==> src/rtl/lahr_pkg.sv <==
`timescale 1ns / 1ps

package lahr_pkg;

	typedef logic [9:0]  level_t;
	typedef logic [31:0] msec_t;
	typedef logic [1:0]  kind_t;
	typedef logic [2:0]  reg_index_t;

	// Alarm kind codes as reported on the result
	localparam kind_t KIND_LOW    = 2'd0;
	localparam kind_t KIND_CRIT   = 2'd1;
	localparam kind_t KIND_HIGH   = 2'd2;
	localparam kind_t KIND_SENSOR = 2'd3;

	// Bit positions of a lane's fire mask, in emission order
	localparam int unsigned EMIT_CRIT   = 0;
	localparam int unsigned EMIT_LOW    = 1;
	localparam int unsigned EMIT_HIGH   = 2;
	localparam int unsigned EMIT_SENSOR = 3;
	localparam int unsigned EMIT_W      = 4;

	// Configuration register indexes
	localparam reg_index_t REG_CRIT_LOW     = 3'd0;
	localparam reg_index_t REG_LOW          = 3'd1;
	localparam reg_index_t REG_HIGH         = 3'd2;
	localparam reg_index_t REG_HYSTERESIS   = 3'd3;
	localparam reg_index_t REG_MIN_INTERVAL = 3'd4;

	// Reset values of the configuration
	localparam level_t RST_CRIT_LOW     = 10'd100;
	localparam level_t RST_LOW          = 10'd200;
	localparam level_t RST_HIGH         = 10'd900;
	localparam level_t RST_HYSTERESIS   = 10'd50;
	localparam msec_t  RST_MIN_INTERVAL = 32'd300000;

	typedef struct packed {
		level_t level_a;
		level_t level_b;
		logic   sensor_ok_a;
		logic   sensor_ok_b;
		msec_t  now_ms;
	} sample_t;

	typedef struct packed {
		logic   channel;
		kind_t  alarm_kind;
		level_t level;
		logic   last;
	} alarm_t;

	typedef struct packed {
		level_t critical_low_level;
		level_t low_level;
		level_t high_level;
		level_t hysteresis_band;
		msec_t  min_interval_ms;
	} cfg_t;

endpackage

==> src/rtl/lahr_lane.sv <==
`timescale 1ns / 1ps

// One channel: latch bits, per-kind time stamps and the alarm decisions
module lahr_lane import lahr_pkg::*; (
	input  logic              clk,
	input  logic              arst_n,
	input  logic              commit,
	input  level_t            level,
	input  logic              sensor_ok,
	input  msec_t             now_ms,
	input  cfg_t              cfg,
	output logic [EMIT_W-1:0] fire
);

	logic [2:0] flags_q;      // bit0 low, bit1 critical, bit2 high
	logic [2:0] flags_next;
	msec_t      stamp_q [4];  // indexed by kind code
	msec_t      elapsed [4];
	logic [3:0] passed;

	logic              crit_zone, crit_rearm;
	logic              low_zone, low_rearm;
	logic              high_zone, high_rearm;
	logic signed [11:0] high_limit;

	// Rate limit: wrapping elapsed time per kind
	always_comb begin
		for (int k = 0; k < 4; k++) begin
			elapsed[k] = now_ms - stamp_q[k];
			passed[k]  = (elapsed[k] >= cfg.min_interval_ms);
		end
	end

	// Zone and re-arm compares
	always_comb begin
		crit_zone  = (level <= cfg.critical_low_level);
		crit_rearm = ({1'b0, level} > ({1'b0, cfg.critical_low_level}
			+ {1'b0, cfg.hysteresis_band}));
		low_zone   = (level <= cfg.low_level) && (level > cfg.critical_low_level);
		low_rearm  = ({1'b0, level} > ({1'b0, cfg.low_level} + {1'b0, cfg.hysteresis_band}));
		high_zone  = (level >= cfg.high_level);
		high_limit = $signed({2'b00, cfg.high_level}) - $signed({2'b00, cfg.hysteresis_band});
		high_rearm = ($signed({2'b00, level}) < high_limit);
	end

	// Alarm decisions
	always_comb begin
		fire              = '0;
		fire[EMIT_SENSOR] = !sensor_ok && passed[KIND_SENSOR];
		fire[EMIT_CRIT]   = sensor_ok && crit_zone && !flags_q[1] && passed[KIND_CRIT];
		fire[EMIT_LOW]    = sensor_ok && low_zone && !flags_q[0] && passed[KIND_LOW];
		fire[EMIT_HIGH]   = sensor_ok && high_zone && !flags_q[2] && passed[KIND_HIGH];
	end

	// Latch update; a failed sensor leaves the latches alone
	always_comb begin
		flags_next = flags_q;
		if (sensor_ok) begin
			if (crit_zone) begin
				flags_next[1] = flags_q[1] | fire[EMIT_CRIT];
			end else if (crit_rearm) begin
				flags_next[1] = 1'b0;
			end
			if (low_zone) begin
				flags_next[0] = flags_q[0] | fire[EMIT_LOW];
			end else if (low_rearm) begin
				flags_next[0] = 1'b0;
			end
			if (high_zone) begin
				flags_next[2] = flags_q[2] | fire[EMIT_HIGH];
			end else if (high_rearm) begin
				flags_next[2] = 1'b0;
			end
		end
	end

	// State commit when the item moves on to the merge stage
	always_ff @(posedge clk or negedge arst_n) begin
		if (!arst_n) begin
			flags_q <= '0;
			for (int k = 0; k < 4; k++) begin
				stamp_q[k] <= '0;
			end
		end else if (commit) begin
			flags_q <= flags_next;
			if (fire[EMIT_LOW]) begin
				stamp_q[KIND_LOW] <= now_ms;
			end
			if (fire[EMIT_CRIT]) begin
				stamp_q[KIND_CRIT] <= now_ms;
			end
			if (fire[EMIT_HIGH]) begin
				stamp_q[KIND_HIGH] <= now_ms;
			end
			if (fire[EMIT_SENSOR]) begin
				stamp_q[KIND_SENSOR] <= now_ms;
			end
		end
	end

endmodule

==> src/rtl/lahr_merge.sv <==
`timescale 1ns / 1ps

// Merges both lanes' fire masks and sends one result per cycle while alarm_stall is low
module lahr_merge import lahr_pkg::*; (
	input  logic              clk,
	input  logic              arst_n,
	input  logic              item_valid,
	input  logic [EMIT_W-1:0] fire_a,
	input  logic [EMIT_W-1:0] fire_b,
	input  level_t            level_a,
	input  level_t            level_b,
	output logic              take,
	output logic              alarm_valid,
	input  logic              alarm_stall,
	output alarm_t            alarm
);

	localparam int unsigned PEND_W = 2 * EMIT_W;

	logic [PEND_W-1:0] pend_q, pick, pend_rest, pend_after;
	level_t            lvl_a_q, lvl_b_q;
	logic              out_valid_q;
	alarm_t            out_q;
	logic              pop;
	logic [2:0]        idx;
	alarm_t            nxt;

	// Lowest pending result goes next
	always_comb begin
		pick       = pend_q & (~pend_q + PEND_W'(1));
		pend_rest  = pend_q & ~pick;
		pop        = (pend_q != '0) && (!out_valid_q || !alarm_stall);
		pend_after = pop ? pend_rest : pend_q;
		take       = item_valid && (pend_after == '0);
		idx        = '0;
		for (int i = 0; i < PEND_W; i++) begin
			if (pick[i]) begin
				idx = 3'(i);
			end
		end
	end

	// Result fields for the picked entry
	always_comb begin
		nxt.channel = idx[2];
		unique case (idx[1:0])
			2'(EMIT_CRIT):   nxt.alarm_kind = KIND_CRIT;
			2'(EMIT_LOW):    nxt.alarm_kind = KIND_LOW;
			2'(EMIT_HIGH):   nxt.alarm_kind = KIND_HIGH;
			default:         nxt.alarm_kind = KIND_SENSOR;
		endcase
		if (nxt.alarm_kind == KIND_SENSOR) begin
			nxt.level = '0;
		end else begin
			nxt.level = idx[2] ? lvl_b_q : lvl_a_q;
		end
		nxt.last = (pend_rest == '0);
	end

	// Pending set and levels of the item in the merge stage
	always_ff @(posedge clk or negedge arst_n) begin
		if (!arst_n) begin
			pend_q <= '0;
		end else if (take) begin
			pend_q <= {fire_b, fire_a};
		end else begin
			pend_q <= pend_after;
		end
	end

	always_ff @(posedge clk) begin
		if (take) begin
			lvl_a_q <= level_a;
			lvl_b_q <= level_b;
		end
	end

	// Output register
	always_ff @(posedge clk or negedge arst_n) begin
		if (!arst_n) begin
			out_valid_q <= 1'b0;
		end else if (pop) begin
			out_valid_q <= 1'b1;
		end else if (!alarm_stall) begin
			out_valid_q <= 1'b0;
		end
	end

	always_ff @(posedge clk) begin
		if (pop) begin
			out_q <= nxt;
		end
	end

	assign alarm_valid = out_valid_q;
	assign alarm       = out_q;

endmodule

==> src/rtl/level_alarm_hysteresis_ratelimit.sv <==
`timescale 1ns / 1ps
// An item's first result passes the input stage, merge stage and output register.
// Throughput: one item per cycle when it raises at most one alarm and the output is
// not stalled; else the single output register sends its up to 4 alarms one a cycle.
// Reset: thresholds and interval to their defaults, all alarms armed, time stamps zero;
// no clearing pass, an item can be accepted in the first cycle after reset.
module level_alarm_hysteresis_ratelimit import lahr_pkg::*; (
	input  logic       clk,
	input  logic       arst_n,
	input  logic       sample_valid,
	output logic       sample_stall,
	input  sample_t    sample,
	output logic       alarm_valid,
	input  logic       alarm_stall,
	output alarm_t     alarm,
	input  logic       cfg_valid,
	output logic       cfg_ready,
	input  reg_index_t cfg_index,
	input  msec_t      cfg_data
);

	cfg_t              cfg_q;
	logic              valid_s1;
	sample_t           sample_s1;
	logic              take;
	logic [EMIT_W-1:0] fire_a, fire_b;

	// Configuration registers
	assign cfg_ready = 1'b1;

	always_ff @(posedge clk or negedge arst_n) begin
		if (!arst_n) begin
			cfg_q.critical_low_level <= RST_CRIT_LOW;
			cfg_q.low_level          <= RST_LOW;
			cfg_q.high_level         <= RST_HIGH;
			cfg_q.hysteresis_band    <= RST_HYSTERESIS;
			cfg_q.min_interval_ms    <= RST_MIN_INTERVAL;
		end else if (cfg_valid && cfg_ready) begin
			unique case (cfg_index)
				REG_CRIT_LOW:     cfg_q.critical_low_level <= cfg_data[9:0];
				REG_LOW:          cfg_q.low_level          <= cfg_data[9:0];
				REG_HIGH:         cfg_q.high_level         <= cfg_data[9:0];
				REG_HYSTERESIS:   cfg_q.hysteresis_band    <= cfg_data[9:0];
				REG_MIN_INTERVAL: cfg_q.min_interval_ms    <= cfg_data;
				default: ;
			endcase
		end
	end

	// Input stage
	assign sample_stall = valid_s1 && !take;

	always_ff @(posedge clk or negedge arst_n) begin
		if (!arst_n) begin
			valid_s1 <= 1'b0;
		end else if (!sample_stall) begin
			valid_s1 <= sample_valid;
		end
	end

	always_ff @(posedge clk) begin
		if (sample_valid && !sample_stall) begin
			sample_s1 <= sample;
		end
	end

	// Channel lanes
	lahr_lane u_lane_a (
		.clk       (clk),
		.arst_n    (arst_n),
		.commit    (take),
		.level     (sample_s1.level_a),
		.sensor_ok (sample_s1.sensor_ok_a),
		.now_ms    (sample_s1.now_ms),
		.cfg       (cfg_q),
		.fire      (fire_a)
	);

	lahr_lane u_lane_b (
		.clk       (clk),
		.arst_n    (arst_n),
		.commit    (take),
		.level     (sample_s1.level_b),
		.sensor_ok (sample_s1.sensor_ok_b),
		.now_ms    (sample_s1.now_ms),
		.cfg       (cfg_q),
		.fire      (fire_b)
	);

	// Merge and output
	lahr_merge u_merge (
		.clk         (clk),
		.arst_n      (arst_n),
		.item_valid  (valid_s1),
		.fire_a      (fire_a),
		.fire_b      (fire_b),
		.level_a     (sample_s1.level_a),
		.level_b     (sample_s1.level_b),
		.take        (take),
		.alarm_valid (alarm_valid),
		.alarm_stall (alarm_stall),
		.alarm       (alarm)
	);

endmodule

==> config.mk <==
export PLATFORM = sky130hd
export DESIGN_NAME = level_alarm_hysteresis_ratelimit
export DESIGN_NICKNAME = d
export VERILOG_FILES = /design/src/rtl/lahr_pkg.sv /design/src/rtl/lahr_lane.sv /design/src/rtl/lahr_merge.sv /design/src/rtl/level_alarm_hysteresis_ratelimit.sv
export SDC_FILE = /design/constraint.sdc
export NUM_CORES = 1
export LEC_CHECK = 0
export BUFFER_PORTS_ARGS = -buffer_cell sky130_fd_sc_hd__buf_2
export CAP_MARGIN = 20
export CORE_ASPECT_RATIO = 0.75
export CORE_MARGIN = 4
export CORE_UTILIZATION = 26
export DETAILED_ROUTE_END_ITERATION = 6
export MAX_ROUTING_LAYER = met4
export PLACE_DENSITY = 0.42
export SYNTH_ARGS = -nofsm -noshare
export SYNTH_HDL_FRONTEND = slang
export SYNTH_SLANG_ARGS = --single-unit
==> constraint.sdc <==
create_clock -name clk -period 5.8 [get_ports clk]
set_clock_uncertainty 0.15 [all_clocks]
set_input_delay 0.58 -clock clk [delete_from_list [all_inputs] [get_ports clk]]
set_output_delay 0.58 -clock clk [all_outputs]
set_load 0.01 [all_outputs]
# Word-level counts from Yosys, hierarchy flattened

Index checks and enable logic that the tools add are counted.

Output and inout port bits: 17
Bits of input ports: 94
Flip-flop bits (word level): 432
Logic and storage cells: 179

Reductions and logical operators: 69
Magnitude comparators: 22
Bitwise gates (word level): 10
Equality and inequality tests: 8
Muxes and demuxes: 25
Add/subtract/negate cells: 12

Operators with widths:

| cell                                                | count |
|---|---|
| >= comparator 32 bit                                | 8 |
| subtractor 32 bit                                   | 8 |
| > comparator 10 x 11 -> 1 bit                       | 4 |
| less-or-equal comparator 10 bit                     | 4 |
| logical AND 1 bit                                   | 26 |
| AND reduction 2 bit                                 | 13 |
| < comparator 11 x 12 -> 1 bit                       | 2 |
| adder 10 x 10 -> 11 bit                             | 2 |
| >= comparator 10 bit                                | 2 |
| > comparator 10 bit                                 | 2 |
| two-way mux 3 bit                                   | 6 |
| AND reduction 3 bit                                 | 6 |
| bitwise AND 8 bit                                   | 2 |
| logical NOT 8 bit                                   | 2 |
| two-way mux 8 bit                                   | 2 |
| inverter 8 bit                                      | 2 |
| two-way mux 1 bit                                   | 15 |
| logical NOT 1 bit                                   | 12 |
| nonzero test 2 bit                                  | 6 |
| subtractor 10 x 10 -> 11 bit                        | 1 |
| two-way mux 10 bit                                  | 1 |
| adder 8 x 1 -> 8 bit, second input constant         | 1 |
| nonzero test 8 bit                                  | 1 |
| equality test 3 x 2 -> 1 bit, second input constant | 2 |
| other kinds (10)                                    | 16 |

# Logic depth before layout (Yosys ltp)

Depth in word-level cells: 13
Gate-level depth with buffers: 28
Mapped depth without buffers: 27

# Cells and area by module

Synthesis repeated with hierarchy kept, for this count alone.

Cell total of the unflattened synthesis: 4,094
Area total of the unflattened synthesis: 39,564.2 um^2

By module, submodules not included:

| module                           | cells an instance | instances | area an instance (um^2) |
|---|---|---|---|
| lahr_lane (u_lane_a)             | 1,911             | 1         | 16,612.2 |
| lahr_lane (u_lane_b)             | 1,825             | 1         | 16,479.6 |
| level_alarm_hysteresis_ratelimit | 218               | 1         | 4,571.9 |
| lahr_merge                       | 140               | 1         | 1,900.6 |

# Least setup slack after synthesis

OpenSTA, ideal clock, no wires.

Path type: register to register
Start point: register sample_s1[1] in the netlist's numbering
End point: register u_lane_b.stamp_q[10] in the netlist's numbering
Cell stages (with the launch flop): 26
Buffers on the path: 1
Setup time: 125 ps
Arrival time: 5,773 ps
Setup slack: -247 ps
Data required time: 5,525 ps
Path through: edfxtp_1 > ha_1 > nor2b_1 > o21ai_0 > a2111o_1 > a31o_2 > a31oi_1 > a211oi_1 > o311ai_0 > o31ai_1 > o21bai_1 > a21oi_1 > xnor2_1 > ha_1 > a21o_1 > a21o_1 > a21o_1 > a21o_1 > a21o_1 > a21oi_1 > nor2b_1 > o21ai_0 > o21ai_0 > nor2_1 > clkbuf_1 > mux2_2

Longest elaborated chain between the ends: 4

Ends and longest elaborated chain:

| what                                 | RTL line                               | source |
|---|---|---|
| start: declaration                   | level_alarm_hysteresis_ratelimit.sv:24 | `sample_t sample_s1;` |
| start signal: assignment             | level_alarm_hysteresis_ratelimit.sv:63 | `sample_s1 <= sample;` |
| subtractor 32 bit                    | lahr_lane.sv:29                        | `elapsed[k] = now_ms - stamp_q[k];` |
| >= comparator 32 bit                 | lahr_lane.sv:30                        | `passed[k] = (elapsed[k] >= cfg.min_interval_ms);` |
| logical AND 1 bit                    | lahr_lane.sv:49                        | `fire[EMIT_SENSOR] = !sensor_ok && passed[KIND_SENSOR];` |
| AND reduction 2 bit (no source line) | --                                     |  |
| end signal: indexed assignment       | lahr_lane.sv:87                        | `stamp_q[KIND_LOW] <= now_ms;` |
| end signal: indexed assignment       | lahr_lane.sv:90                        | `stamp_q[KIND_CRIT] <= now_ms;` |
| end signal: indexed assignment       | lahr_lane.sv:93                        | `stamp_q[KIND_HIGH] <= now_ms;` |
| end: declaration                     | lahr_lane.sv:17                        | `msec_t stamp_q [4];` |

No other way between the ends.
A chain may end at the register's enable or synchronous reset.

# Worst setup path in the final report

Start point: register sample_s1[9] in the netlist's numbering
End point: register u_lane_a.stamp_q[71] in the netlist's numbering

Longest elaborated chain between the ends: 4

Ends and longest elaborated chain:

| what                                 | RTL line        | source |
|---|---|---|
| subtractor 32 bit                    | lahr_lane.sv:29 |  |
| >= comparator 32 bit                 | lahr_lane.sv:30 |  |
| logical AND 1 bit                    | lahr_lane.sv:50 | `fire[EMIT_CRIT] = sensor_ok && crit_zone && !flags_q[1] && passed[KIND_CRIT];` |
| AND reduction 2 bit (no source line) | --              |  |
| end signal: indexed assignment       | lahr_lane.sv:87 |  |
| end signal: indexed assignment       | lahr_lane.sv:90 |  |
| end signal: indexed assignment       | lahr_lane.sv:93 |  |
| end: declaration                     | lahr_lane.sv:17 |  |

No other way between the ends.

==> results.toml <==
[placed_design]
dp_hpwl_mm = 96.9
dp_cells = 6171
numPortBuffers = 109
gp_congestion = 0.851
dpl-instance-area_um2 = 42900

[worst_setup_path]
crit_arrival_ns = 6.27
crit_buf_inv = 6
cpPeakStageDelay_ns = 0.42
endpoint_kind = "register"
worstSetupStartpointType = "register"
critPathMostFrequentCell = "buf_4"
cp_max_fo = 8
required_ns = 6.21
path_class = "reg -> reg"
slowest_stage = "a311o_1"
cp_top_family = "compound AO/OA/AOI/OAI gates"

[sta]
period_share = 1.01
fin_tns_setup_ns = -1.83
setup_viol = 64
finalMaxSlewViolations = 0
hold_violations = 0
tightest_slew_ns = 1.13
relSlewSlack = 0.240
period_minus_slack_ns = 5.86
finalWorstSetupSlack_ns = -0.0563
rsz0062_at_grt = "yes"
max_freq_mhz = 171

[floorplan]
core_area_um2 = 143000
io_pins = 111
rows = 120
initial_core_util = 0.262
die_h_um = 337
die_w_um = 446
die_area_um2 = 150000

[layout]
fin_area_um2 = 48700
nets = 5271
layoutNonFillerInstCount = 6456
layout-drive-gt1-share = 0.247
area_growth_pct = 29.9
finish.utilization = 0.340

[route]
drtAntennaViolNets = 0
drt_iter0_markers = 1844
firstDrtPassIters = 5
wl_mm = 130
drc = 0
routedWlPerCell_um = 20.1
routed_via_density = 4.80
vias = 30977

[power]
switchingPower_w = 0.0150
p_sw_frac = 0.445
seq_power_share = 0.157
peakVddDrop_v = 0.000351
p_total_w = 0.0338
internal_power_w = 0.0187
p_per_area_nw_per_um2 = 694
p_leak_nw = 22.8
pwr-share-clk = 0.115
combinationalPowerShare = 0.728

[synth]
yosysWarnings = 0
ys_seq_area_frac = 0.301
async_flop_share = 0.796
synth_top_area_frac = 0.219
synth.area.top_cells = "ha_1, dfrtp_1, mux2_2"
synth_edf_count = 88
synth_cells = 3897
synthFlopType = "dfrtp_1"
syn_area_per_cell_um2 = 9.61
synth_top_cell_by_area = "ha_1"
ys_types = 85
synth_nets = 4657
synth_area_um2 = 37500
ys_ff_latch = 432

[run_status]
status = "complete, but fails checks"
violations = "negative setup slack"

[clock_tree]
cts_made_buffers = 55
htree_levels = 2
cts_root_buffer = "clkbuf_16"
cts.sinks = 432
clk_path_buf_depth = 3
clkLatencyLatePin_ns = 0.68
cts.clk_slew.worst_paths_ns = 0.06
cts_tree = "built"

[global_routing]
grt-ovfl-total = 0
grt_max_degree = 125
grt_pass1_wl_mm = 189
antenna_found_initial = 9
grt_usage = 0.171
first_global_vias = 30566

[flow_run]
drv_cap = 0

[hold_path]
hold_path.class = "in -> reg"
worst register-to-register path: stages, from the launching register on:
cell,delay (ns)
edfxtp_1,0.38
buf_4,0.16
buf_4,0.19
buf_4,0.21
ha_1,0.33
nand2_1,0.12
nor3_1,0.07
a221oi_1,0.30
o211ai_1,0.21
a311o_1,0.33
o21a_1,0.22
o211a_4,0.28
a2111oi_2,0.32
o21bai_1,0.11
a21oi_1,0.18
xnor2_1,0.09
ha_1,0.29
nand4_1,0.16
buf_4,0.18
a211oi_2,0.19
a311oi_1,0.08
a311o_1,0.42
nor2_4,0.15
buf_12,0.15
clkbuf_16,0.17
mux2_4,0.30
worst paths after layout:
check | startpoint | to | slack (ns) | cells past startpoint
setup / recovery | sample_s1[9]$_DFFE_PP_ | u_lane_a.stamp_q[71]$_DFFE_PN0P_ | -0.06 | 25
hold / removal | cfg_data[16] | cfg_q[16]$_DFFE_PN0P_ | 0.06 | 3
setup reg to reg | sample_s1[9]$_DFFE_PP_ | u_lane_a.stamp_q[71]$_DFFE_PN0P_ | -0.06 | 25
hold reg to reg | u_lane_b.stamp_q[49]$_DFFE_PN0P_ | u_lane_b.stamp_q[49]$_DFFE_PN0P_ | 0.35 | 1
max in group asynchronous | arst_n | u_merge.pend_q[5]$_DFF_PN0_ | 3.89 | 3
min in group asynchronous | arst_n | u_lane_a.stamp_q[110]$_DFFE_PN0P_ | 0.38 | 2
placed cells by master, fill, tap and decap left out, types with 36 or more instances in the layout:
cell type,netlist,final
a21o_1,223,223
a21oi_1,290,251
a21oi_2,1,36
buf_2,6,108
buf_4,5,339
clkbuf_16,0,71
dfrtp_1,323,323
dlygate4sd3_1,0,83
edfxtp_1,88,88
ha_1,655,636
inv_1,411,403
mux2_2,238,127
mux2_4,28,142
nand2_1,165,162
nand2b_1,62,59
nand3_1,53,49
nand4_1,69,69
nor2_1,185,170
nor2b_1,54,47
nor3_1,50,42
o21a_1,72,72
o21ai_0,243,207
o21bai_1,43,43
xnor2_1,184,181
xor2_1,61,59
registers in the layout, summed over array words and instances, names as in the netlist:
| register | flops |
|---|---|
| u_merge.lvl_a_q | 10 |
| u_merge.pend_q | 8 |
| sample_s1 | 54 |
| u_lane_a.stamp_q | 128 |
| u_merge.lvl_b_q | 10 |
| u_lane_b.stamp_q | 128 |
| cfg_q | 72 |
| u_merge.alarm | 14 |
| valid_s1 | 1 |
| u_merge.alarm_valid | 1 |
| u_lane_b.flags_q | 3 |
| u_lane_a.flags_q | 3 |
routing by layer:
metal / vias up / share of wire / track usage
met4: 0 / 0.016 / 0.0313
li1: 15391 / - / -
met3: 118 / 0.049 / 0.0285
met5: - / 0 / -
met2: 483 / 0.41 / 0.244
met1: 14985 / 0.53 / 0.252
area by class of cell:
type	instances	area [um^2]
clock buffer	75	1580
sequential	432	11300
antenna	7	17.5
timing repair buffer	613	5430
inverter	411	1540
multi-input combinational	2998	26100
clock inverter	29	384
tap	1891	2370
fill	14642	94300
power groups by stage:
stage | sequential [W] | combinational, W | clock [W]
2_1_floorplan | 0.00514 | 0.0153 | 0
3_3_place_gp | 0.00529 | 0.0220 | 0
3_5_place_dp | 0.00530 | 0.0221 | 0
4_1_cts | 0.00526 | 0.0229 | 0.00402
5_1_grt | 0.00545 | 0.0275 | 0.00414
6_report | 0.00529 | 0.0246 | 0.00389
Yosys cell counts (62+ instances only):
cell type,number
a21o_1,223
a21oi_1,290
dfrtp_1,323
edfxtp_1,88
ha_1,655
inv_1,411
mux2_2,238
nand2_1,165
nand2b_1,62
nand4_1,69
nor2_1,185
o21a_1,72
o21ai_0,243
xnor2_1,184
through the flow:
step / setup slack, ns / hold WS (ns)
floorplan: 0.000741 / 0.134
global placement: -0.415 / 0.318
detailed placement: -0.424 / 0.325
CTS: -0.0142 / 0.00292
global route: -0.366 / 0.0356
finish: -0.0563 / 0.0568
repair_timing:
item,4_1_cts,5_1_grt
hold buffers,83,0
cloned,8,15
gates resized for setup,94,347
setup endpoints to repair,261,268
pin swaps,54,164
hold endpoints to repair,165,0
buffers inserted,33,48
logic make-up (layout without fill, tap and decap cells):
kind of cell | count (synthesis) | after routing | synth area share
other cells | 1 | 8 | 0.000100
fa+ha+maj | 667 | 667 | 0.225
simple gates | 732 | 732 | 0.0971
flops | 432 | 432 | 0.301
compound gates | 1074 | 1074 | 0.184
xor+xnor | 245 | 245 | 0.0573
buf+inv | 467 | 1128 | 0.0489
mux | 279 | 279 | 0.0863
No activity file was read; power rests on OpenSTA's default activity.
